`config.mk`:
```
export PLATFORM = sky130hd
export DESIGN_NAME = sgm_back
export DESIGN_NICKNAME = d
export VERILOG_FILES = /design/src/sv/sgm_pkg.sv /design/src/sv/sgm_back.sv
export SDC_FILE = /design/constraint.sdc
export NUM_CORES = 1
export LEC_CHECK = 0
export BUFFER_PORTS_ARGS = -buffer_cell sky130_fd_sc_hd__buf_2
export CORE_MARGIN = 4
export CORE_UTILIZATION = 37
export CTS_BUF_LIST = sky130_fd_sc_hd__clkbuf_8 sky130_fd_sc_hd__clkbuf_16
export DETAILED_ROUTE_END_ITERATION = 10
export SLEW_MARGIN = 30
export SYNTH_ARGS = -nofsm -noshare
export SYNTH_HDL_FRONTEND = slang
export SYNTH_SLANG_ARGS = --single-unit
```
`constraint.sdc`:
```
create_clock -name clk_i -period 7.5 [get_ports clk_i]
set_input_delay 1.875 -clock clk_i [delete_from_list [all_inputs] [get_ports clk_i]]
set_output_delay 1.875 -clock clk_i [all_outputs]
set_load 0.05 [all_outputs]
```
`src/sv/sgm_pkg.sv`:
```
package sgm_pkg;

  localparam int unsigned PIX_W      = 8;
  localparam int unsigned IMG_W_W    = 11;
  localparam int unsigned IMG_H_W    = 12;
  localparam int unsigned CFG_DATA_W = 12;
  localparam int unsigned GRAD_W     = 10;
  localparam int unsigned SQ_W       = 2 * GRAD_W + 1;
  localparam int unsigned SUM_W      = 12;
  localparam int unsigned ROOT_W     = 8;
  localparam int unsigned BIT_IDX_W  = 3;

  localparam logic [IMG_W_W-1:0] IMG_W_RESET = 11'd512;
  localparam logic [IMG_H_W-1:0] IMG_H_RESET = 12'd512;
  localparam logic [IMG_H_W-1:0] IMG_H_MIN   = 12'd3;

  localparam int unsigned QUEUE_DEPTH = 2;

  typedef enum logic [0:0] {
    REG_IMAGE_WIDTH  = 1'b0,
    REG_IMAGE_HEIGHT = 1'b1
  } reg_idx_e;

  // One window's gradient, handed from the front part to the back part.
  typedef struct packed {
    logic [GRAD_W-1:0] gx_abs;
    logic [GRAD_W-1:0] gy_abs;
    logic              last;
  } grad_t;

endpackage

```
`src/sv/sgm_back.sv`:
```
module sgm_back (
  input  logic                         clk_i,
  input  logic                         rst_ni,
  input  logic                         q_empty_i,
  input  sgm_pkg::grad_t               q_data_i,
  output logic                         q_pop_o,
  input  logic                         pop_i,
  output logic                         empty_o,
  output logic [sgm_pkg::ROOT_W-1:0]   magnitude_o,
  output logic                         frame_last_o
);

  localparam int unsigned RW = sgm_pkg::ROOT_W;
  localparam int unsigned QW = 2 * sgm_pkg::ROOT_W;

  typedef enum logic [3:0] {
    ST_IDLE   = 4'b0001,
    ST_SQUARE = 4'b0010,
    ST_ROOT   = 4'b0100,
    ST_DONE   = 4'b1000
  } state_e;

  state_e                        state_q, state_d;
  logic [sgm_pkg::GRAD_W-1:0]    gx_q, gy_q;
  logic                          last_q;
  logic [sgm_pkg::SQ_W-1:0]      sq_q;
  logic [RW-1:0]                 root_q;
  logic [sgm_pkg::BIT_IDX_W-1:0] bit_q;
  logic                          out_valid_q;
  logic [RW-1:0]                 out_mag_q;
  logic                          out_last_q;

  logic [RW-1:0]                 trial;
  logic [QW-1:0]                 trial_sq;
  logic                          saturate, out_free;

  assign q_pop_o  = (state_q == ST_IDLE) && !q_empty_i;
  assign out_free = !out_valid_q || pop_i;
  assign saturate = sq_q[sgm_pkg::SQ_W-1:QW] != '0;
  assign trial    = root_q | (RW'(1) << bit_q);
  assign trial_sq = trial * trial;

  always_comb begin
    state_d = state_q;
    case (state_q)
      ST_IDLE:   if (!q_empty_i) state_d = ST_SQUARE;
      ST_SQUARE: state_d = ST_ROOT;
      ST_ROOT:   if (saturate || bit_q == '0) state_d = ST_DONE;
      ST_DONE:   if (out_free) state_d = ST_IDLE;
      default:   state_d = ST_IDLE;
    endcase
  end

  always_ff @(posedge clk_i or negedge rst_ni) begin
    if (!rst_ni) begin
      state_q     <= ST_IDLE;
      out_valid_q <= 1'b0;
    end else begin
      state_q <= state_d;
      if (state_q == ST_DONE && out_free) begin
        out_valid_q <= 1'b1;
      end else if (pop_i) begin
        out_valid_q <= 1'b0;
      end
    end
  end

  always_ff @(posedge clk_i) begin
    case (state_q)
      ST_IDLE: begin
        gx_q   <= q_data_i.gx_abs;
        gy_q   <= q_data_i.gy_abs;
        last_q <= q_data_i.last;
      end
      ST_SQUARE: begin
        sq_q   <= sgm_pkg::SQ_W'(gx_q * gx_q) + sgm_pkg::SQ_W'(gy_q * gy_q);
        root_q <= '0;
        bit_q  <= sgm_pkg::BIT_IDX_W'(RW - 1);
      end
      ST_ROOT: begin
        if (saturate) begin
          root_q <= '1;
        end else if (trial_sq <= sq_q[QW-1:0]) begin
          root_q <= trial;
        end
        bit_q <= bit_q - sgm_pkg::BIT_IDX_W'(1);
      end
      ST_DONE: begin
        if (out_free) begin
          out_mag_q  <= root_q;
          out_last_q <= last_q;
        end
      end
      default: ;
    endcase
  end

  assign empty_o      = !out_valid_q;
  assign magnitude_o  = out_mag_q;
  assign frame_last_o = out_last_q;

endmodule

```
==> insert_results.sql, run 1 <==
INSERT INTO impl_metrics (metric_group, metric, value, unit) VALUES
('detailed_routing', 'drt_iter0_markers', '239', ''),
('sta', 'setup_viol', '0', ''),
('clock_tree', 'resized_cells_post_cts', '0', ''),
('layout', 'final_common_cell', 'sky130_fd_sc_hd__inv_1', ''),
('floorplanning', 'rows', '60', ''),
('critical_path', 'worstPathCellList', 'inv_1, ha_1, nor2b_1, nor2_1, nor2_1, fa_1, fa_1, inv_1, fa_1, fa_1, inv_1, ha_1, or3_1, a211oi_1, nor2_1, o311ai_1, ha_1, a21o_1, a21o_1, a21oi_1, o21ai_0, a21oi_1, o31a_1', ''),
('critical_path', 'crit_type', 'reg -> reg', ''),
('critical_path', 'crit_buf_inv', '3', ''),
('global_route', 'grt_pass1_wl', '32900', 'um'),
('global_route', 'grt_antenna_before_repair', '0', ''),
('layout', 'num-fill-cells', '2630', ''),
('sta', 'worst_slew_margin_rel', '0.414', ''),
('global_route', 'globalRouteTotalUtil', '0.133', ''),
('detailed_routing', 'post_detailed_route_drc_marker_count', '0', ''),
('logic_synthesis', 'synthesis.area_per_instance', '9.95', 'um^2'),
('min_path', 'min-delay-path-class', 'reg -> reg', ''),
('layout', 'seqCellArea', '1990', 'um^2'),
('floorplanning', 'fp.coreArea', '26800', 'um^2'),
('layout', 'final_core_utilization', '0.409', ''),
('layout', 'top_library_cells_by_usage_in_the_layout_fill_and_taps_aside', 'sky130_fd_sc_hd__inv_1, sky130_fd_sc_hd__fa_1, sky130_fd_sc_hd__ha_1', ''),
('layout', 'fraction_of_final_layout_cells_sized_beyond_drive_strength_1', '0.0688', ''),
('floorplanning', 'floorplan.die.height', '173', 'um'),
('run_status', 'run_status', 'finished, final reports clean', ''),
('critical_path', 'worst_path_top_cell_family_by_delay', 'adder cells', ''),
('critical_path', 'cp_common_cell', 'sky130_fd_sc_hd__fa_1', ''),
('sta', 'worstMarginPinSlew', '873', 'ps'),
('sta', 'drv_slew', '0', ''),
('global_route', 'pin_count_of_the_biggest_net_entering_global_routing', '24', ''),
('logic_synthesis', 'yosys_register_bits', '67', ''),
('sta', 'report.final.hold_viol_count', '0', ''),
('critical_path', 'crit_path_start', 'bit_q[0]', ''),
('critical_path', 'crit_fanout', '10', ''),
('sta', 'setup_slack', '627', 'ps'),
('critical_path', 'critical-path-max-stage-delay', '540', 'ps'),
('floorplanning', 'ioPinCount', '36', ''),
('detailed_routing', 'vias_per_cell', '4.79', ''),
('clock_tree', 'cts.clk_slew.worst_paths', '60', 'ps'),
('critical_path', 'worst_ep_required_time', '7490', 'ps'),
('critical_path', 'timing.critical_path.depth', '23', ''),
('clock_tree', 'cts_inserted_buffers', '9', ''),
('critical_path', 'register_to_register_setup_slack', '630', 'ps'),
('sta', 'max_clock_freq', '0.145', 'GHz'),
('floorplanning', 'die_w', '173', 'um'),
('placement', 'dpl.hpwl', '15800', 'um'),
('sta', 'rsz_0062_raised_after_global_routing', 'no', ''),
('sta', 'layout_min_cycle_time', '6870', 'ps'),
('detailed_routing', 'route.final.wire_length', '18300', 'um'),
('logic_synthesis', 'synth_async_sr_flop_share', '0.0746', ''),
('critical_path', 'r2r_start', 'bit_q[0]', ''),
('critical_path', 'reg2reg_depth', '23', ''),
('global_route', 'global_route.overflow_total', '0', ''),
('sta', 'final.period_utilization', '0.916', ''),
('critical_path', 'cp-start-kind', 'flop', ''),
('critical_path', 'worstSetupEndpoint', 'root_q[0]', ''),
('placement', 'dp_slack', '608', 'ps'),
('clock_tree', 'ctsHtreeMaxLevel', '3', ''),
('sta', 'setup-tns-final', '0', 'ps'),
('clock_tree', 'cts_hold_repair.buffers', '0', ''),
('logic_synthesis', 'netlist_area', '10000', 'um^2'),
('logic_synthesis', 'synthesized_netlist_net_count', '1324', ''),
('clock_tree', 'clk_latency', '350', 'ps'),
('detailed_routing', 'routed-via-count', '6651', ''),
('run', 'max-cap-violations', '0', ''),
('logic_synthesis', 'yosys.cell_types.count', '53', ''),
('clock_tree', 'clock_tree.buffer_depth', '2', ''),
('logic_synthesis', 'yosys_warnings', '0', ''),
('global_route', 'number_of_global_route_vias_before_repair', '6998', ''),
('logic_synthesis', 'synth.yosys.seq_area_share', '0.198', ''),
('placement', 'gp_routability_congestion', '0.844', ''),
('placement', 'buffer_ports.inserted', '35', ''),
('critical_path', 'worst_ep_arrival_time', '6870', 'ps');
==> per-stage QoR <==
| step | instances | cell area, um^2 |
|---|---|---|
| 3_5_place_dp | 1372 | 10600 |
| 6_report | 1388 | 11000 |
| 5_1_grt | 1388 | 11000 |
| 3_3_place_gp | 1372 | 10600 |
| 4_1_cts | 1388 | 11000 |
| 2_1_floorplan | 1010 | 10000 |
==> synth_stat cells (2+ instances only) <==
library cell / count / area share
sky130_fd_sc_hd__a21oi_1: 38 / 0.019
sky130_fd_sc_hd__o21ai_0: 17 / 0.0085
sky130_fd_sc_hd__or3_1: 7 / 0.0044
sky130_fd_sc_hd__nor3_1: 8 / 0.0040
sky130_fd_sc_hd__clkbuf_1: 19 / 0.0071
sky130_fd_sc_hd__edfxtp_1: 62 / 0.19
sky130_fd_sc_hd__a221oi_2: 2 / 0.0030
sky130_fd_sc_hd__nor2_1: 47 / 0.018
sky130_fd_sc_hd__nand2_1: 69 / 0.026
sky130_fd_sc_hd__xnor2_1: 27 / 0.024
sky130_fd_sc_hd__a211oi_1: 5 / 0.0037
sky130_fd_sc_hd__nand3_1: 5 / 0.0025
sky130_fd_sc_hd__inv_1: 238 / 0.089
sky130_fd_sc_hd__o21ai_1: 7 / 0.0035
sky130_fd_sc_hd__nor3b_1: 2 / 0.0015
sky130_fd_sc_hd__fa_1: 154 / 0.31
sky130_fd_sc_hd__a21o_1: 19 / 0.014
sky130_fd_sc_hd__or2_2: 4 / 0.0025
sky130_fd_sc_hd__xor2_1: 16 / 0.014
sky130_fd_sc_hd__nor2b_1: 14 / 0.0087
sky130_fd_sc_hd__and3_1: 8 / 0.0050
sky130_fd_sc_hd__nand2b_1: 11 / 0.0068
sky130_fd_sc_hd__nand3b_1: 2 / 0.0015
sky130_fd_sc_hd__and2_1: 52 / 0.032
sky130_fd_sc_hd__dfrtp_1: 4 / 0.010
sky130_fd_sc_hd__a31oi_1: 4 / 0.0025
sky130_fd_sc_hd__nor4b_1: 3 / 0.0026
sky130_fd_sc_hd__or2_1: 2 / 0.0012
sky130_fd_sc_hd__a21oi_2: 2 / 0.0017
sky130_fd_sc_hd__nand4_1: 3 / 0.0019
sky130_fd_sc_hd__a311oi_1: 2 / 0.0017
sky130_fd_sc_hd__o21bai_1: 2 / 0.0015
sky130_fd_sc_hd__ha_1: 135 / 0.17
==> flip-flops by register name (all words and copies together) (netlist names) <==
signal and flops:
bit_q 3, frame_last_o 1, gx_q 10, gy_q 10, last_q 1, magnitude_o 8
out_valid_q 1, root_q 8, sq_q 21, state_q 4
==> area by class of cell <==
cell class	instances	share of cell area
clock inverters	7	0.00914
well taps	341	0.0389
multi-input cells	684	0.648
repair buffers	42	0.0208
flip-flops and latches	67	0.181
inverters	238	0.0816
clock buffers	9	0.0206
==> layer usage <==
layer,wire [um],GRT usage
met2,8930,0.223
met4,143,0.0256
met1,8540,0.181
met3,684,0.0240
met5,0,0
==> worst min-delay path by stage <==
stage | depth (start not counted) | endpoint | slack, ps | start
floorplan | 0 | frame_last_o | 400 | last_q
global placement | 0 | frame_last_o | 410 | last_q
detailed placement | 0 | frame_last_o | 420 | last_q
CTS | 0 | frame_last_o | 430 | last_q
global route | 0 | frame_last_o | 440 | last_q
finish | 0 | frame_last_o | 430 | last_q
==> cell families (layout without fill, tap and decap cells) <==
kind of cell,Yosys count,after routing,synth area share
mux,1,1,0.00112
fa+ha+maj,289,289,0.475
xor+xnor,43,43,0.0375
compound gates,110,110,0.0696
buf+inv,259,296,0.0976
flops,67,67,0.198
simple gates,241,241,0.122
Power of run 1 is not shown: default switching activity piles up to over one toggle a cycle in this logic, so the estimate is an artifact.
==> inputs of run 2 (changes only) <==
- clock period: 7.5 -> 6.75 ns (I/O delays scaled with it)
==> run 2 against run 1 <==
Against the previous run: first-iteration DRC count increased by 43%; critical path depth increased by 2; die area stayed put; non-clock buffer count increased by 10; cell area is 0.70% higher; worst hold slack got worse by 2.9 ps; core utilization up 0.28 points; count of clock-buffer cells in the layout unchanged; setup slack got worse by 300 ps; sequential share of layout area shrank 0.13 points.
==> insert_results.sql, run 2 (synthesis gave the netlist of run 1 again) <==
INSERT INTO impl_metrics (metric_group, metric, value, unit) VALUES
('layout', 'total_nets_final', '1366', ''),
('clock_tree', 'clock_tree.buffer_depth', '2', ''),
('sta', 'max_clock_freq', '0.156', 'GHz'),
('floorplanning', 'floorplan.die.height', '173', 'um'),
('detailed_routing', 'post_detailed_route_drc_marker_count', '0', ''),
('floorplanning', 'die_w', '173', 'um'),
('sta', 'layout_min_cycle_time', '6430', 'ps'),
('sta', 'report.final.hold_viol_count', '0', ''),
('global_route', 'grt_pass1_wl', '34200', 'um'),
('floorplanning', 'ioPinCount', '36', ''),
('sta', 'drv_slew', '0', ''),
('clock_tree', 'cts.repair_timing.setup_buffer_count', '0', ''),
('run', 'max-cap-violations', '0', ''),
('sta', 'fin_worst_skew', '14.9', 'ps'),
('clock_tree', 'ctsHtreeMaxLevel', '3', ''),
('sta', 'final.period_utilization', '0.952', ''),
('global_route', 'global_route.overflow_total', '0', ''),
('clock_tree', 'ctsRootBufferMaster', 'sky130_fd_sc_hd__clkbuf_16', ''),
('detailed_routing', 'number_of_routed_nets_with_antenna_violations', '0', ''),
('detailed_routing', 'route.final.wire_length', '19000', 'um'),
('layout', 'fraction_of_final_layout_cells_sized_beyond_drive_strength_1', '0.0842', ''),
('layout', 'layout_top_registers', 'sq_q: 21 flops, gx_q: 10 flops, gy_q: 10 flops', ''),
('layout', 'final_core_utilization', '0.412', ''),
('detailed_routing', 'vias_per_cell', '4.76', ''),
('critical_path', 'worst_ep_required_time', '6780', 'ps'),
('critical_path', 'crit_type', 'reg -> reg', ''),
('critical_path', 'worst_ep_arrival_time', '6450', 'ps'),
('global_route', 'pin_count_of_the_biggest_net_entering_global_routing', '24', ''),
('clock_tree', 'clk_latency', '340', 'ps'),
('layout', 'postLayoutCellArea', '11000', 'um^2'),
('placement', 'dpl.hpwl', '16300', 'um'),
('critical_path', 'crit_buf_inv', '5', ''),
('sta', 'worstMarginPinSlew', '831', 'ps'),
('global_route', 'number_of_global_route_vias_before_repair', '7141', ''),
('layout', 'num_antenna_cells', '0', ''),
('layout', 'flow.area_growth_from_synthesis', '9.76', '%'),
('sta', 'setup_viol', '0', ''),
('run_status', 'run_status', 'finished, final reports clean', ''),
('clock_tree', 'cts_tree', 'yes', ''),
('critical_path', 'critical-path-max-stage-delay', '540', 'ps'),
('floorplanning', 'design.die.area', '29900', 'um^2'),
('floorplanning', 'fp.coreArea', '26800', 'um^2'),
('layout', 'largest-register', 'sq_q', ''),
('clock_tree', 'numClockSinks', '67', ''),
('clock_tree', 'cts_inserted_buffers', '9', ''),
('detailed_routing', 'drt_iter0_markers', '341', ''),
('layout', 'largest_reg_flops', '21', ''),
('critical_path', 'critPathCaptureType', 'flop', ''),
('detailed_routing', 'routed-via-count', '6661', ''),
('critical_path', 'worst_path_top_cell_family_by_delay', 'adder cells', ''),
('placement', 'gp_routability_congestion', '0.837', ''),
('global_route', 'globalRouteTotalUtil', '0.137', ''),
('global_route', 'grt_antenna_before_repair', '0', ''),
('sta', 'worst_slew_margin_rel', '0.442', ''),
('floorplanning', 'rows', '60', ''),
('critical_path', 'crit_fanout', '8', ''),
('placement', 'postPlaceCellArea', '10700', 'um^2'),
('placement', 'buffer_ports.inserted', '35', ''),
('min_path', 'min-delay-path-class', 'reg -> reg', ''),
('sta', 'setup_slack', '324', 'ps'),
('detailed_routing', 'drtPass1Iterations', '4', ''),
('clock_tree', 'cts.clk_slew.worst_paths', '70', 'ps'),
('floorplanning', 'starting_density_of_the_core', '0.375', ''),
('layout', 'top_library_cells_by_usage_in_the_layout_fill_and_taps_aside', 'sky130_fd_sc_hd__inv_1, sky130_fd_sc_hd__fa_1, sky130_fd_sc_hd__ha_1', ''),
('placement', 'dp_slack', '119', 'ps'),
('critical_path', 'cp-start-kind', 'flop', ''),
('detailed_routing', 'detail_route.wl_per_cell', '13.6', 'um'),
('layout', 'final_common_cell', 'sky130_fd_sc_hd__inv_1', ''),
('critical_path', 'critical-path-slowest-cell', 'sky130_fd_sc_hd__fa_1', '');
run 2: cell types whose count changed in the layout (fill, tap and decap cells not counted):
cell / change
sky130_fd_sc_hd__nor2b_2: +1
sky130_fd_sc_hd__o31a_2: +1
sky130_fd_sc_hd__a21oi_1: -3
sky130_fd_sc_hd__a211oi_1: -2
sky130_fd_sc_hd__nor2b_1: -1
sky130_fd_sc_hd__inv_6: +1
sky130_fd_sc_hd__a21oi_2: +3
sky130_fd_sc_hd__clkinv_4: +1
sky130_fd_sc_hd__a211oi_2: +2
sky130_fd_sc_hd__o31a_1: -1
sky130_fd_sc_hd__inv_8: -1
sky130_fd_sc_hd__buf_4: +10
sky130_fd_sc_hd__bufinv_16: -1
run 2: stage by stage:
step	setup TNS, ps	cells	hold slack [ps]
floorplan	0	1010	400
global placement	0	1382	406
detailed placement	0	1382	420
CTS	0	1398	424
global route	-151	1398	431
finish	0	1398	423
run 2: area by class of cell:
| class | count | area [um^2] |
|---|---|---|
| repair buffers | 52 | 303 |
| fillers | 2652 | 15800 |
| well taps | 341 | 427 |
| clock inverters | 7 | 76.3 |
| flip-flops and latches | 67 | 1990 |
| multi-input cells | 684 | 7120 |
| inverters | 238 | 893 |
| clock buffers | 9 | 225 |
run 2: final timing paths:
path / end / slack [ps] / startpoint / cells past startpoint
setup reg to reg: root_q[2] / 320 / bit_q[0] / 25
hold / removal: frame_last_o / 420 / last_q / 0
min in group asynchronous: out_valid_q / 1150 / rst_ni / 1
hold reg to reg: frame_last_o / 420 / last_q / 0
setup / recovery: root_q[2] / 320 / bit_q[0] / 25
max in group asynchronous: state_q[0] / 5380 / rst_ni / 1
run 2: timing repair:
item                       4_1_cts  5_1_grt
setup endpoints to repair        0        8
hold buffers                     0        0
resized for setup                0        7
run 2: layer usage:
layer / wire [um] / part of all wire / vias up / global-route usage
met5: 0 / 0 / - / 0
met4: 136 / 0.0072 / 0 / 0.0223
met3: 562 / 0.030 / 12 / 0.0195
met2: 9210 / 0.48 / 71 / 0.228
met1: 9100 / 0.48 / 3307 / 0.195
li1: - / - / 3271 / -
Power of run 2 is left out for the same reason.
