**config.mk**
```make
export PLATFORM = sky130hd
export DESIGN_NAME = sgm_queue
export DESIGN_NICKNAME = d
export VERILOG_FILES = /design/src/sv/sgm_pkg.sv /design/src/sv/sgm_queue.sv
export SDC_FILE = /design/constraint.sdc
export NUM_CORES = 1
export LEC_CHECK = 0
export ABC_CLOCK_PERIOD_IN_PS = 2700
export BUFFER_PORTS_ARGS = -buffer_cell sky130_fd_sc_hd__buf_2
export CORE_MARGIN = 8
export CORE_UTILIZATION = 35
export CTS_BUF_LIST = sky130_fd_sc_hd__clkbuf_8
export CTS_CLUSTER_SIZE = 14
export DETAILED_ROUTE_END_ITERATION = 10
export GPL_TIMING_DRIVEN = 0
export PLACE_DENSITY_LB_ADDON = 0.25
export RECOVER_POWER = 100
export SLEW_MARGIN = 0
export SYNTH_ARGS = -nofsm -noshare
export SYNTH_HDL_FRONTEND = slang
export SYNTH_SLANG_ARGS = --single-unit
```
**constraint.sdc**
```tcl
create_clock -name clk_i -period 2.7 [get_ports clk_i]
set_clock_uncertainty 0.2 [all_clocks]
set_input_delay 0.54 -clock clk_i [delete_from_list [all_inputs] [get_ports clk_i]]
set_output_delay 0.54 -clock clk_i [all_outputs]
set_load 0.03 [all_outputs]
```
**src/sv/sgm_pkg.sv**
```systemverilog
package sgm_pkg;

  localparam int unsigned PIX_W      = 8;
  localparam int unsigned IMG_W_W    = 11;
  localparam int unsigned IMG_H_W    = 12;
  localparam int unsigned CFG_DATA_W = 12;
  localparam int unsigned GRAD_W     = 10;
  localparam int unsigned SQ_W       = 2 * GRAD_W + 1;
  localparam int unsigned SUM_W      = 12;
  localparam int unsigned ROOT_W     = 8;
  localparam int unsigned BIT_IDX_W  = 3;

  localparam logic [IMG_W_W-1:0] IMG_W_RESET = 11'd512;
  localparam logic [IMG_H_W-1:0] IMG_H_RESET = 12'd512;
  localparam logic [IMG_H_W-1:0] IMG_H_MIN   = 12'd3;

  localparam int unsigned QUEUE_DEPTH = 2;

  typedef enum logic [0:0] {
    REG_IMAGE_WIDTH  = 1'b0,
    REG_IMAGE_HEIGHT = 1'b1
  } reg_idx_e;

  // One window's gradient, handed from the front part to the back part.
  typedef struct packed {
    logic [GRAD_W-1:0] gx_abs;
    logic [GRAD_W-1:0] gy_abs;
    logic              last;
  } grad_t;

endpackage

```
**src/sv/sgm_queue.sv**
```systemverilog
module sgm_queue (
  input  logic           clk_i,
  input  logic           rst_ni,
  input  logic           push_i,
  input  sgm_pkg::grad_t data_i,
  output logic           full_o,
  input  logic           pop_i,
  output sgm_pkg::grad_t data_o,
  output logic           empty_o
);

  localparam int unsigned DEPTH = sgm_pkg::QUEUE_DEPTH;
  localparam int unsigned PTR_W = $clog2(DEPTH);
  localparam int unsigned CNT_W = $clog2(DEPTH + 1);

  sgm_pkg::grad_t   entry_q [DEPTH];
  logic [PTR_W-1:0] wr_ptr_q, rd_ptr_q;
  logic [CNT_W-1:0] count_q;
  logic             do_push, do_pop;

  assign full_o  = count_q == CNT_W'(DEPTH);
  assign empty_o = count_q == '0;
  assign do_push = push_i && !full_o;
  assign do_pop  = pop_i && !empty_o;
  assign data_o  = entry_q[rd_ptr_q];

  always_ff @(posedge clk_i or negedge rst_ni) begin
    if (!rst_ni) begin
      wr_ptr_q <= '0;
      rd_ptr_q <= '0;
      count_q  <= '0;
    end else begin
      if (do_push) begin
        wr_ptr_q <= (wr_ptr_q == PTR_W'(DEPTH - 1)) ? '0 : wr_ptr_q + PTR_W'(1);
      end
      if (do_pop) begin
        rd_ptr_q <= (rd_ptr_q == PTR_W'(DEPTH - 1)) ? '0 : rd_ptr_q + PTR_W'(1);
      end
      if (do_push && !do_pop) begin
        count_q <= count_q + CNT_W'(1);
      end else if (do_pop && !do_push) begin
        count_q <= count_q - CNT_W'(1);
      end
    end
  end

  always_ff @(posedge clk_i) begin
    if (do_push) begin
      entry_q[wr_ptr_q] <= data_i;
    end
  end

endmodule

```
==> results of run 1 <==
## cells by family (layout without fill, tap and decap cells)
family	after synthesis	after routing	share of synthesized area
flip-flops	46	46	0.757
multiplexers	21	21	0.171
AND/OR/NAND/NOR	6	6	0.0167
XOR/XNOR	5	5	0.0285
buffers and inverters	4	61	0.0167
adder cells (fa/ha/maj)	1	1	0.00696
AO/OA/AOI/OAI	1	1	0.00278
## what timing repair did
| item | in CTS | in global routing |
|---|---|---|
| endpoints found under the setup margin | 0 | 0 |
| hold endpoints to repair | 4 | 0 |
| hold buffers | 1 | 0 |
## cell usage after synthesis, drive strengths merged
| cell type | n |
|---|---|
| o21ai | 1 |
| and3 | 1 |
| mux2 | 21 |
| nor2 | 3 |
| nand2 | 1 |
| xor2 | 2 |
| dfrtp | 4 |
| xnor2 | 3 |
| buf | 2 |
| ha | 1 |
| nand2b | 1 |
| edfxtp | 42 |
| inv | 2 |
## worst max path at each step
stage	from	endpoint	slack, ns	depth (start not counted)
final	rd_ptr_q	data_o[0]	0.32	3
after global routing	rd_ptr_q	data_o[18]	0.22	3
after CTS	rd_ptr_q	data_o[11]	0.49	3
after detailed placement	count_q[0]	entry_q[1][17]	0.55	2
after global placement	push_i	entry_q[0][17]	-0.07	3
after floorplan	count_q[0]	entry_q[0][0]	0.54	3
## area by class of cell
class / instances / area, sq um / share of cell area
Tap cell: 70 / 87.6 / 0.0400
Clock inverter: 3 / 12.5 / 0.00572
Inverter: 2 / 7.51 / 0.00343
Buffer: 2 / 16.3 / 0.00744
Clock buffer: 5 / 68.8 / 0.0315
Sequential cell: 46 / 1360 / 0.622
Multi-Input combinational cell: 34 / 404 / 0.185
Timing Repair Buffer: 49 / 229 / 0.105
## placed cells by master, fill, tap and decap left out
cell           Yosys  layout
clkbuf_8           0       5
ha_1               1       1
clkinv_1           0       1
edfxtp_1          42      42
mux2_1             2       2
dlygate4sd3_1      0       1
xor2_1             2       2
buf_6              2       1
buf_8              0       1
clkinv_2           0       1
nand2b_1           1       1
inv_1              2       3
xnor2_1            2       2
xnor2_2            1       1
buf_2              0      22
o21ai_1            1       1
clkbuf_2           0       1
dfrtp_1            4       4
mux2_4            19      19
and3_1             1       1
nor2_1             3       3
nand2_1            0       1
clkbuf_1           0      25
## power by group through the flow
stage               Combinational (uW)  Clock (uW)  Sequential [uW]
floorplan                          841           0             1060
global placement                  1070           0             1070
detailed placement                1110           0             1080
CTS                               1120         396             1060
global route                      1110         430             1070
finish                            1040         377             1060
## flip-flops by register name, summed over array words and instances, names as in the netlist
| register | count |
|---|---|
| rd_ptr_q | 1 |
| entry_q | 42 |
| wr_ptr_q | 1 |
| count_q | 2 |
## stage by stage
step                      setup WS [ns]  area, sq um  hold slack [ns]
after floorplan                   0.542         1800           0.0444
after global placement          -0.0685         2120            0.146
after detailed placement          0.546         2140            0.152
after CTS                         0.492         2230            0.223
after global routing              0.223         2190            0.213
final                             0.317         2190            0.235
## layer usage
layer,part of all wire,GRT usage,up-vias
met5,0,0,-
met3,0.086,0.0422,5
met1,0.41,0.0947,433
met2,0.50,0.145,38
met4,0.0061,0.0234,0
li1,-,-,427
==> metrics.txt, run 1 <==
core region area=5040 sq um; Starting Density=0.357; drt via density=4.28; Clock transition at path regs=0.08 ns; total number of yosys warnings=0; Setup Viol. Count Final=0; nets=166; antenna fix cells=0; Sink Count=46; Post-route DRC=0; sequential share of power=0.426; detailed router's first-iteration violation count=36; Die Ht=87.7 um; CP max-delay cell=dfrtp_1; worst reg2reg path startpoint=count_q[0]; reg-to-reg slack, setup=0.42 ns; Peak supply drop=0.000526 V; crit path launch type=register; wirelength, routed=3.09 mm; Syn Area/Cell=21.4 sq um; Power Density=1130 nW/um^2; f_max=0.420 GHz; Final Power=2480 uW; Synth-to-Final Area Change=21.6%; H-tree depth=2; reg2reg end=entry_q[0][5]; TritonRoute pass-1 iters=2; crit path kind=register to primary output; Post-Syn Instances=84; pin count of the biggest net entering global routing=22; WP buf/inv=2; delay-heaviest family, CP=buffers and inverters; CTS tree=built; full die area=7690 sq um; CTS Buf Count=5; Setup crit end kind=primary output; RD Place Congestion=0.682; Total Routing Usage GR=0.0863; sw frac=0.373; crit path cell chain=clkbuf_2 -> mux2_4 -> clkbuf_1; Placed Instances=202; Util after Layout=0.434; period utilization=0.883; crit path max fanout=10; DR WL/cell=14.7 um; port bufs=47; Comb pwr share=0.422; Pleak=0.000848 uW; Int Power=1550 uW; final hold violation count=0; cts repair resizes=0; DIE WIDTH=87.7 um; Routed Antenna Nets=0; Worst Max-Slew Pin Slew=1.06 ns; Hold Path Stages=1; Worst Path Arrival=1.64 ns; vias in the first global route=975; Max clock buf depth=2; Synth top area share=0.701; Seq cells post-synth=46; final cell count without fillers=211; row cnt=26; Post-CTS Repair Setup Buffers=0; CTS Root Buffer Type=clkbuf_8; Cell Area, Synth=1800 sq um; Worst Hold End=entry_q[0][1]; syn_nets=110; Max Cap Viol=0; Max-slew headroom=0.291; Reg2Reg Depth=4; Clk Latency, worst-skew pair=0.29 ns; initial antenna violation count=0; grt ovf=0; Setup TNS=0 ns; layout cell share with drive strength beyond 1=0.362; largest cells by area after synthesis=edfxtp_1 70%, mux2_4 16%, dfrtp_1 5.6%, buf_6 1.3%, mux2_1 1.3%; HP Class=input pin to register; Hold Path Origin=data_i[1]; library cell with the largest summed area after synthesis=edfxtp_1; Cell variety after synth=15; via count=903; CP peak stage delay=0.43 ns; max-slew violations=0; required time of the critical path=1.96 ns; fill count=465; first-pass GRT wire length=4.80 mm; net switching power=924 uW; Top Ports=48; status=completed; unrepaired setup endpoints after global routing=no; DP HPWL=2.22 mm; min cycle time layout=2.38 ns; Seq/Total Area, Yosys=0.757; clock group share of total power=0.152
No activity file was read; power rests on OpenSTA's default activity.
==> run 2, diff against run 1 <==
--- a/config.mk
+++ b/config.mk
@@ -7,8 +7,9 @@
 export LEC_CHECK = 0
 export ABC_CLOCK_PERIOD_IN_PS = 2700
 export BUFFER_PORTS_ARGS = -buffer_cell sky130_fd_sc_hd__buf_2
+export CORE_ASPECT_RATIO = 2
 export CORE_MARGIN = 8
-export CORE_UTILIZATION = 35
+export CORE_UTILIZATION = 54
 export CTS_BUF_LIST = sky130_fd_sc_hd__clkbuf_8
 export CTS_CLUSTER_SIZE = 14
 export DETAILED_ROUTE_END_ITERATION = 10
==> run 2 against run 1 <==
  * Critical path depth unchanged
  * Clock-buffer cell count unchanged
  * Design area shrank 2.5%
  * Core utilization rose by 23 points
  * Die area is 28% lower
  * Register-to-register slack better by 0.23 ns
  * Non-clock buffer count unchanged
  * Clock power is 4% higher
  * Hold slack got worse by 0.0062 ns
==> metrics.txt, run 2 (synthesis results as in run 1) <==
H-tree depth=2 (unchanged); Setup Viol. Count Final=0 (unchanged); row cnt=29 (+12%); sequential share of power=0.428 (+0.002); Max Cap Viol=0 (unchanged); CTS Buf Count=5 (unchanged); cts repair resizes=0 (unchanged); Top Ports=48 (unchanged); Post-route DRC=0 (unchanged); period utilization=0.866 (-0.0167); sw frac=0.374 (+0.000504); DIE WIDTH=56.8 um (-35%); final hold violation count=0 (unchanged); Setup crit end kind=primary output; port bufs=47 (unchanged); DP HPWL=2.23 mm (+0.20%); most common cell after layout, fill and taps aside=edfxtp_1; Starting Density=0.563 (+0.207); antenna fix cells=0 (unchanged); min cycle time layout=2.34 ns (-0.0451 ns); unrepaired setup endpoints after global routing=no; Max-slew headroom=0.354 (+0.0632); Reg2Reg Depth=4 (unchanged); Total Routing Usage GR=0.111 (+0.0244); Clock transition at path regs=0.08 ns (about the same); worst reg2reg path startpoint=count_q[0]; Top Registers=entry_q (42), count_q (2); core region area=3190 sq um (-37%); TritonRoute pass-1 iters=3 (+1); Util after Layout=0.668 (+0.234); grt ovf=0 (unchanged); Min Hold Slack=0.229 ns (-0.00620 ns); Worst Path Arrival=1.60 ns (-0.04 ns); status=completed; crit path launch type=register; crit path max fanout=10 (unchanged); Pleak=0.000834 uW (-1.6%); Max clock buf depth=2 (unchanged); final instance area=2130 sq um (-2.5%); pin count of the biggest net entering global routing=22 (unchanged); max reg flops=42 (unchanged); initial antenna violation count=0 (unchanged); required time of the critical path=1.96 ns (about the same); reg-to-reg slack, setup=0.65 ns (+0.23 ns); CP max-delay cell=dfrtp_1; detailed router's first-iteration violation count=12 (-67%); CTS Root Buffer Type=clkbuf_8; Worst Hold End=entry_q[0][10]; commonest cells after routing, fill and taps aside=42 x edfxtp_1, 28 x clkbuf_1, 19 x mux2_4, 19 x buf_2, 5 x clkbuf_8; Power Density=1150 nW/um^2 (+1.9%); Peak supply drop=0.000830 V (+58%); reg2reg end=entry_q[0][18]; Final Power=2460 uW (-0.64%); Die Ht=97.6 um (+11%); Synth-to-Final Area Change=18.6%; Sink Count=46 (unchanged); layout cell share with drive strength beyond 1=0.340 (-0.0213); Setup TNS=0 ns (unchanged); max-slew violations=0 (unchanged); RD Place Congestion=0.627 (-8.0%); nets=166 (unchanged); Worst Max-Slew Pin Slew=0.969 ns (-0.0948 ns); Hold Path Stages=1 (unchanged); Routed Antenna Nets=0 (unchanged); Comb pwr share=0.413 (-0.009); full die area=5540 sq um (-28%); via count=894 (-1.0%); DR WL/cell=17.1 um (+16%); Clk Latency, worst-skew pair=0.29 ns (about the same); f_max=0.428 GHz (+1.9%); first-pass GRT wire length=4.66 mm (-3.0%); CTS tree=built; crit path cell chain=clkbuf_2 -> mux2_4 -> clkbuf_1; vias in the first global route=982 (+0.72%); Top reg by flops=entry_q; Hold Path Origin=data_i[10]; drt via density=5.20 (+21%); Int Power=1540 uW (-0.72%); HP Class=input pin to register; net switching power=920 uW (-0.50%); clock group share of total power=0.159 (+0.007); crit path kind=register to primary output; CP peak stage delay=0.40 ns (-0.03 ns); Placed Instance Area=2090 sq um (-2.3%); wirelength, routed=2.93 mm (-5.1%)
[run 2: final cells by class]
type	instances	area, sq um
clock inverter	3	16.3
multi-input combinational	34	404
clock buffer	5	68.8
sequential	46	1360
buffer	2	10.0
inverter	2	7.51
timing repair buffer	49	225
fill	233	1060
tap	31	38.8
[run 2: stage by stage]
stage	instances	setup WS [ns]
2_1_floorplan	84	0.542
3_3_place_gp	162	0.0968
3_5_place_dp	163	0.622
4_1_cts	172	0.518
5_1_grt	172	0.262
6_report	172	0.362
[run 2: power by group through the flow]
stage | logic, uW | clock network (uW) | registers [uW]
after floorplan | 841 | 0 | 1060
after global placement | 1050 | 0 | 1060
after detailed placement | 1090 | 0 | 1080
after CTS | 1100 | 401 | 1060
after global routing | 1090 | 429 | 1070
final | 1020 | 391 | 1050
[run 2: repair_timing]
action	4_1_cts	5_1_grt
setup buffers	0	0
endpoints found under the hold margin	4	0
hold buffers	1	0
[run 2: how the worst max path moves through the flow]
stage	start	to	cells after the start	slack [ns]
floorplan	count_q[0]	entry_q[0][0]	3	0.54
global placement	push_i	entry_q[0][19]	3	0.1
detailed placement	count_q[0]	entry_q[1][18]	2	0.62
CTS	rd_ptr_q	data_o[15]	3	0.52
global route	rd_ptr_q	data_o[17]	3	0.26
finish	rd_ptr_q	data_o[7]	3	0.36
[run 2: worst max-delay path, delay by kind of cell, from the launching register on]
kind	cells	cell delay [ns]
buf+inv	2	0.57
flops	1	0.40
mux	1	0.33
[run 2: metal layers]
layer	global-route usage	vias up	wire [um]
met5	0	-	0
met4	0.0655	0	64
met3	0.0628	4	270
met2	0.190	31	1590
met1	0.0929	431	1010
li1	-	428	-
==> run 3, diff against run 2 <==
--- a/config.mk
+++ b/config.mk
@@ -5,11 +5,11 @@
 export SDC_FILE = /design/constraint.sdc
 export NUM_CORES = 1
 export LEC_CHECK = 0
-export ABC_CLOCK_PERIOD_IN_PS = 2700
+export ABC_CLOCK_PERIOD_IN_PS = 2800
 export BUFFER_PORTS_ARGS = -buffer_cell sky130_fd_sc_hd__buf_2
 export CORE_ASPECT_RATIO = 2
 export CORE_MARGIN = 8
-export CORE_UTILIZATION = 54
+export CORE_UTILIZATION = 58
 export CTS_BUF_LIST = sky130_fd_sc_hd__clkbuf_8
 export CTS_CLUSTER_SIZE = 14
 export DETAILED_ROUTE_END_ITERATION = 10
==> constraint.sdc (replaced) <==
create_clock -name clk_i -period 2.8 [get_ports clk_i]
set_clock_uncertainty 0.2 [all_clocks]
set_input_delay 0.56 -clock clk_i [delete_from_list [all_inputs] [get_ports clk_i]]
set_output_delay 0.56 -clock clk_i [all_outputs]
set_load 0.03 [all_outputs]
==> run 3 against run 2 <==
  * Global-route usage grew 1.3 points
  * Clock power grew 17%
  * Routed wire length grew 5.3%
  * Cell count shrank 0.58%
  * Critical path depth is the same
  * Non-clock buffer count is the same
  * Die area shrank 5.4%
  * Via count grew 1.0%
  * Design area grew 0.65%
  * Sequential share of layout area shrank 0.41 points
  * Hold slack gained 0.026 ns
  * Register-to-register slack gained 0.15 ns
  * Critical endpoint is now data_o[19]
  * Highest routed layer unchanged
==> metrics.txt, run 3 (synthesis results as in run 1) <==
status=completed; Setup crit end kind=primary output; Max Cap Viol=0 (unchanged); RD Place Congestion=0.656 (+4.6%); core region area=2940 sq um (-7.8%); Max clock buf depth=2 (unchanged); delay-heaviest family, CP=buffers and inverters; Top reg by flops=entry_q; Worst Max-Slew Pin Slew=0.939 ns (-0.0294 ns); Comb pwr share=0.399 (-0.014); Total Routing Usage GR=0.123 (+0.0126); Setup TNS=0 ns (unchanged); required time of the critical path=2.04 ns (+0.08 ns); CTS Root Buffer Type=clkbuf_8; commonest cells after routing, fill and taps aside=42 x edfxtp_1, 33 x clkbuf_1, 19 x mux2_4; min cycle time layout=2.37 ns; wirelength, routed=3.09 mm (+5.3%); Top Registers=entry_q (42), count_q (2); HP Class=input pin to register; sequential share of power=0.414 (-0.014); initial antenna violation count=0 (unchanged); DIE WIDTH=55.4 um (-2.5%); area of the multi-input gates=404 sq um (unchanged); detailed router's first-iteration violation count=14 (+2); CTS Buf Count=5 (unchanged); Peak supply drop=0.000708 V (-15%); Top Ports=48 (unchanged); Starting Density=0.611 (+0.0479); Max-slew headroom=0.374 (+0.0196); WP buf/inv=2 (unchanged); sw frac=0.360 (-0.0138); nets=166 (unchanged); grt ovf=0 (unchanged); Util after Layout=0.729 (+0.0615); max-slew violations=0 (unchanged); final hold violation count=0 (unchanged); port bufs=47 (unchanged); crit path kind=register to primary output; f_max=0.421 GHz; vias in the first global route=1008 (+2.6%); Sequential cell area=1360 sq um (unchanged); CP peak stage delay=0.41 ns (about the same); Post-CTS Repair Setup Buffers=0 (unchanged); pre-CTS WS=0.726 ns (+0.103 ns); full die area=5250 sq um (-5.4%); Synth-to-Final Area Change=19.3%; max reg flops=42 (unchanged); Int Power=1570 uW (+2.1%); crit path launch type=register; unrepaired setup endpoints after global routing=no; most common cell after layout, fill and taps aside=edfxtp_1; period utilization=0.848; Post-route DRC=0 (unchanged); clock group share of total power=0.187 (+0.028); post-route setup slack=0.427 ns (+0.0647 ns); via count=903 (+1.0%); Clk Latency, worst-skew pair=0.29 ns (about the same); final cell count without fillers=171 (-0.58%); crit path max fanout=10 (unchanged); drt via density=5.28 (+1.6%); CTS tree=built; Routed Antenna Nets=0 (unchanged); net switching power=885 uW (-3.8%); Power Density=1150 nW/um^2 (-0.71%); CP max-delay cell=dfrtp_1; Sink Count=46 (unchanged); DP HPWL=2.37 mm (+6.4%); layout cell share with drive strength beyond 1=0.305 (-0.0355); crit path cell chain=clkbuf_2 -> mux2_4 -> clkbuf_1; first-pass GRT wire length=4.93 mm (+5.9%); Clock transition at path regs=0.08 ns (about the same); Die Ht=94.7 um (-2.9%); Pleak=0.000838 uW (+0.45%); H-tree depth=2 (unchanged); pin count of the biggest net entering global routing=22 (unchanged); Worst Path Arrival=1.61 ns (about the same); DR WL/cell=18.1 um (+5.9%); Placed Instances=162 (-0.61%); antenna fix cells=0 (unchanged); Setup Viol. Count Final=0 (unchanged); row cnt=28 (-3.4%); fill count=220 (-5.6%); TritonRoute pass-1 iters=4 (+1); Min Hold Slack=0.255 ns (+0.0265 ns)
-- run 3: cell types whose count changed in the layout (fill, tap and decap cells not counted) --
cell,before,now
buf_2,19,14
clkinv_1,2,0
inv_1,2,4
clkinv_4,1,0
bufinv_16,0,1
clkbuf_1,28,33
-- run 3: area by class of cell --
| type | instances | share of cell area |
|---|---|---|
| Buffer | 2 | 0.00466 |
| Clock buffer | 5 | 0.0321 |
| Clock inverter | 3 | 0.0175 |
| Inverter | 2 | 0.00350 |
| Multi-Input combinational cell | 34 | 0.188 |
| Sequential cell | 46 | 0.634 |
| Tap cell | 30 | 0.0175 |
| Timing Repair Buffer | 49 | 0.102 |
-- run 3: path summary, 6_finish.rpt --
| path | from | slack (ns) | depth (start not counted) | to |
|---|---|---|---|---|
| worst max-delay path | rd_ptr_q | 0.43 | 3 | data_o[19] |
| worst min-delay path | data_i[6] | 0.26 | 1 | entry_q[1][6] |
| worst max register to register | count_q[0] | 0.80 | 2 | entry_q[1][3] |
| worst min register to register | wr_ptr_q | 0.33 | 1 | wr_ptr_q |
| max in group asynchronous | rst_ni | 1.73 | 2 | count_q[0] |
| min in group asynchronous | rst_ni | 0.46 | 2 | wr_ptr_q |
-- run 3: layer usage --
| layer | GRT usage | up-vias | share of wire |
|---|---|---|---|
| met1 | 0.110 | 435 | 0.34 |
| met3 | 0.0484 | 6 | 0.063 |
| met4 | 0.0682 | 0 | 0.023 |
| li1 | - | 427 | - |
| met5 | 0 | - | 0 |
| met2 | 0.227 | 35 | 0.58 |
-- run 3: metrics by stage --
step | total power [uW] | cell area (sq um)
floorplan | 1830 | 1800
global placement | 2040 | 2070
detailed placement | 2100 | 2090
CTS | 2570 | 2200
global route | 2580 | 2150
finish | 2460 | 2150
-- run 3: power by group through the flow --
stage | Combinational (uW) | Sequential (uW) | Clock [uW]
CTS | 1060 | 1030 | 476
global route | 1050 | 1040 | 498
finish | 982 | 1020 | 459
global placement | 1020 | 1030 | 0
floorplan | 811 | 1020 | 0
detailed placement | 1060 | 1040 | 0
-- run 3: repair_timing --
item | in CTS | in global routing
hold buffers | 1 | 0
gates resized for setup | 0 | 0
endpoints found under the hold margin | 4 | 0
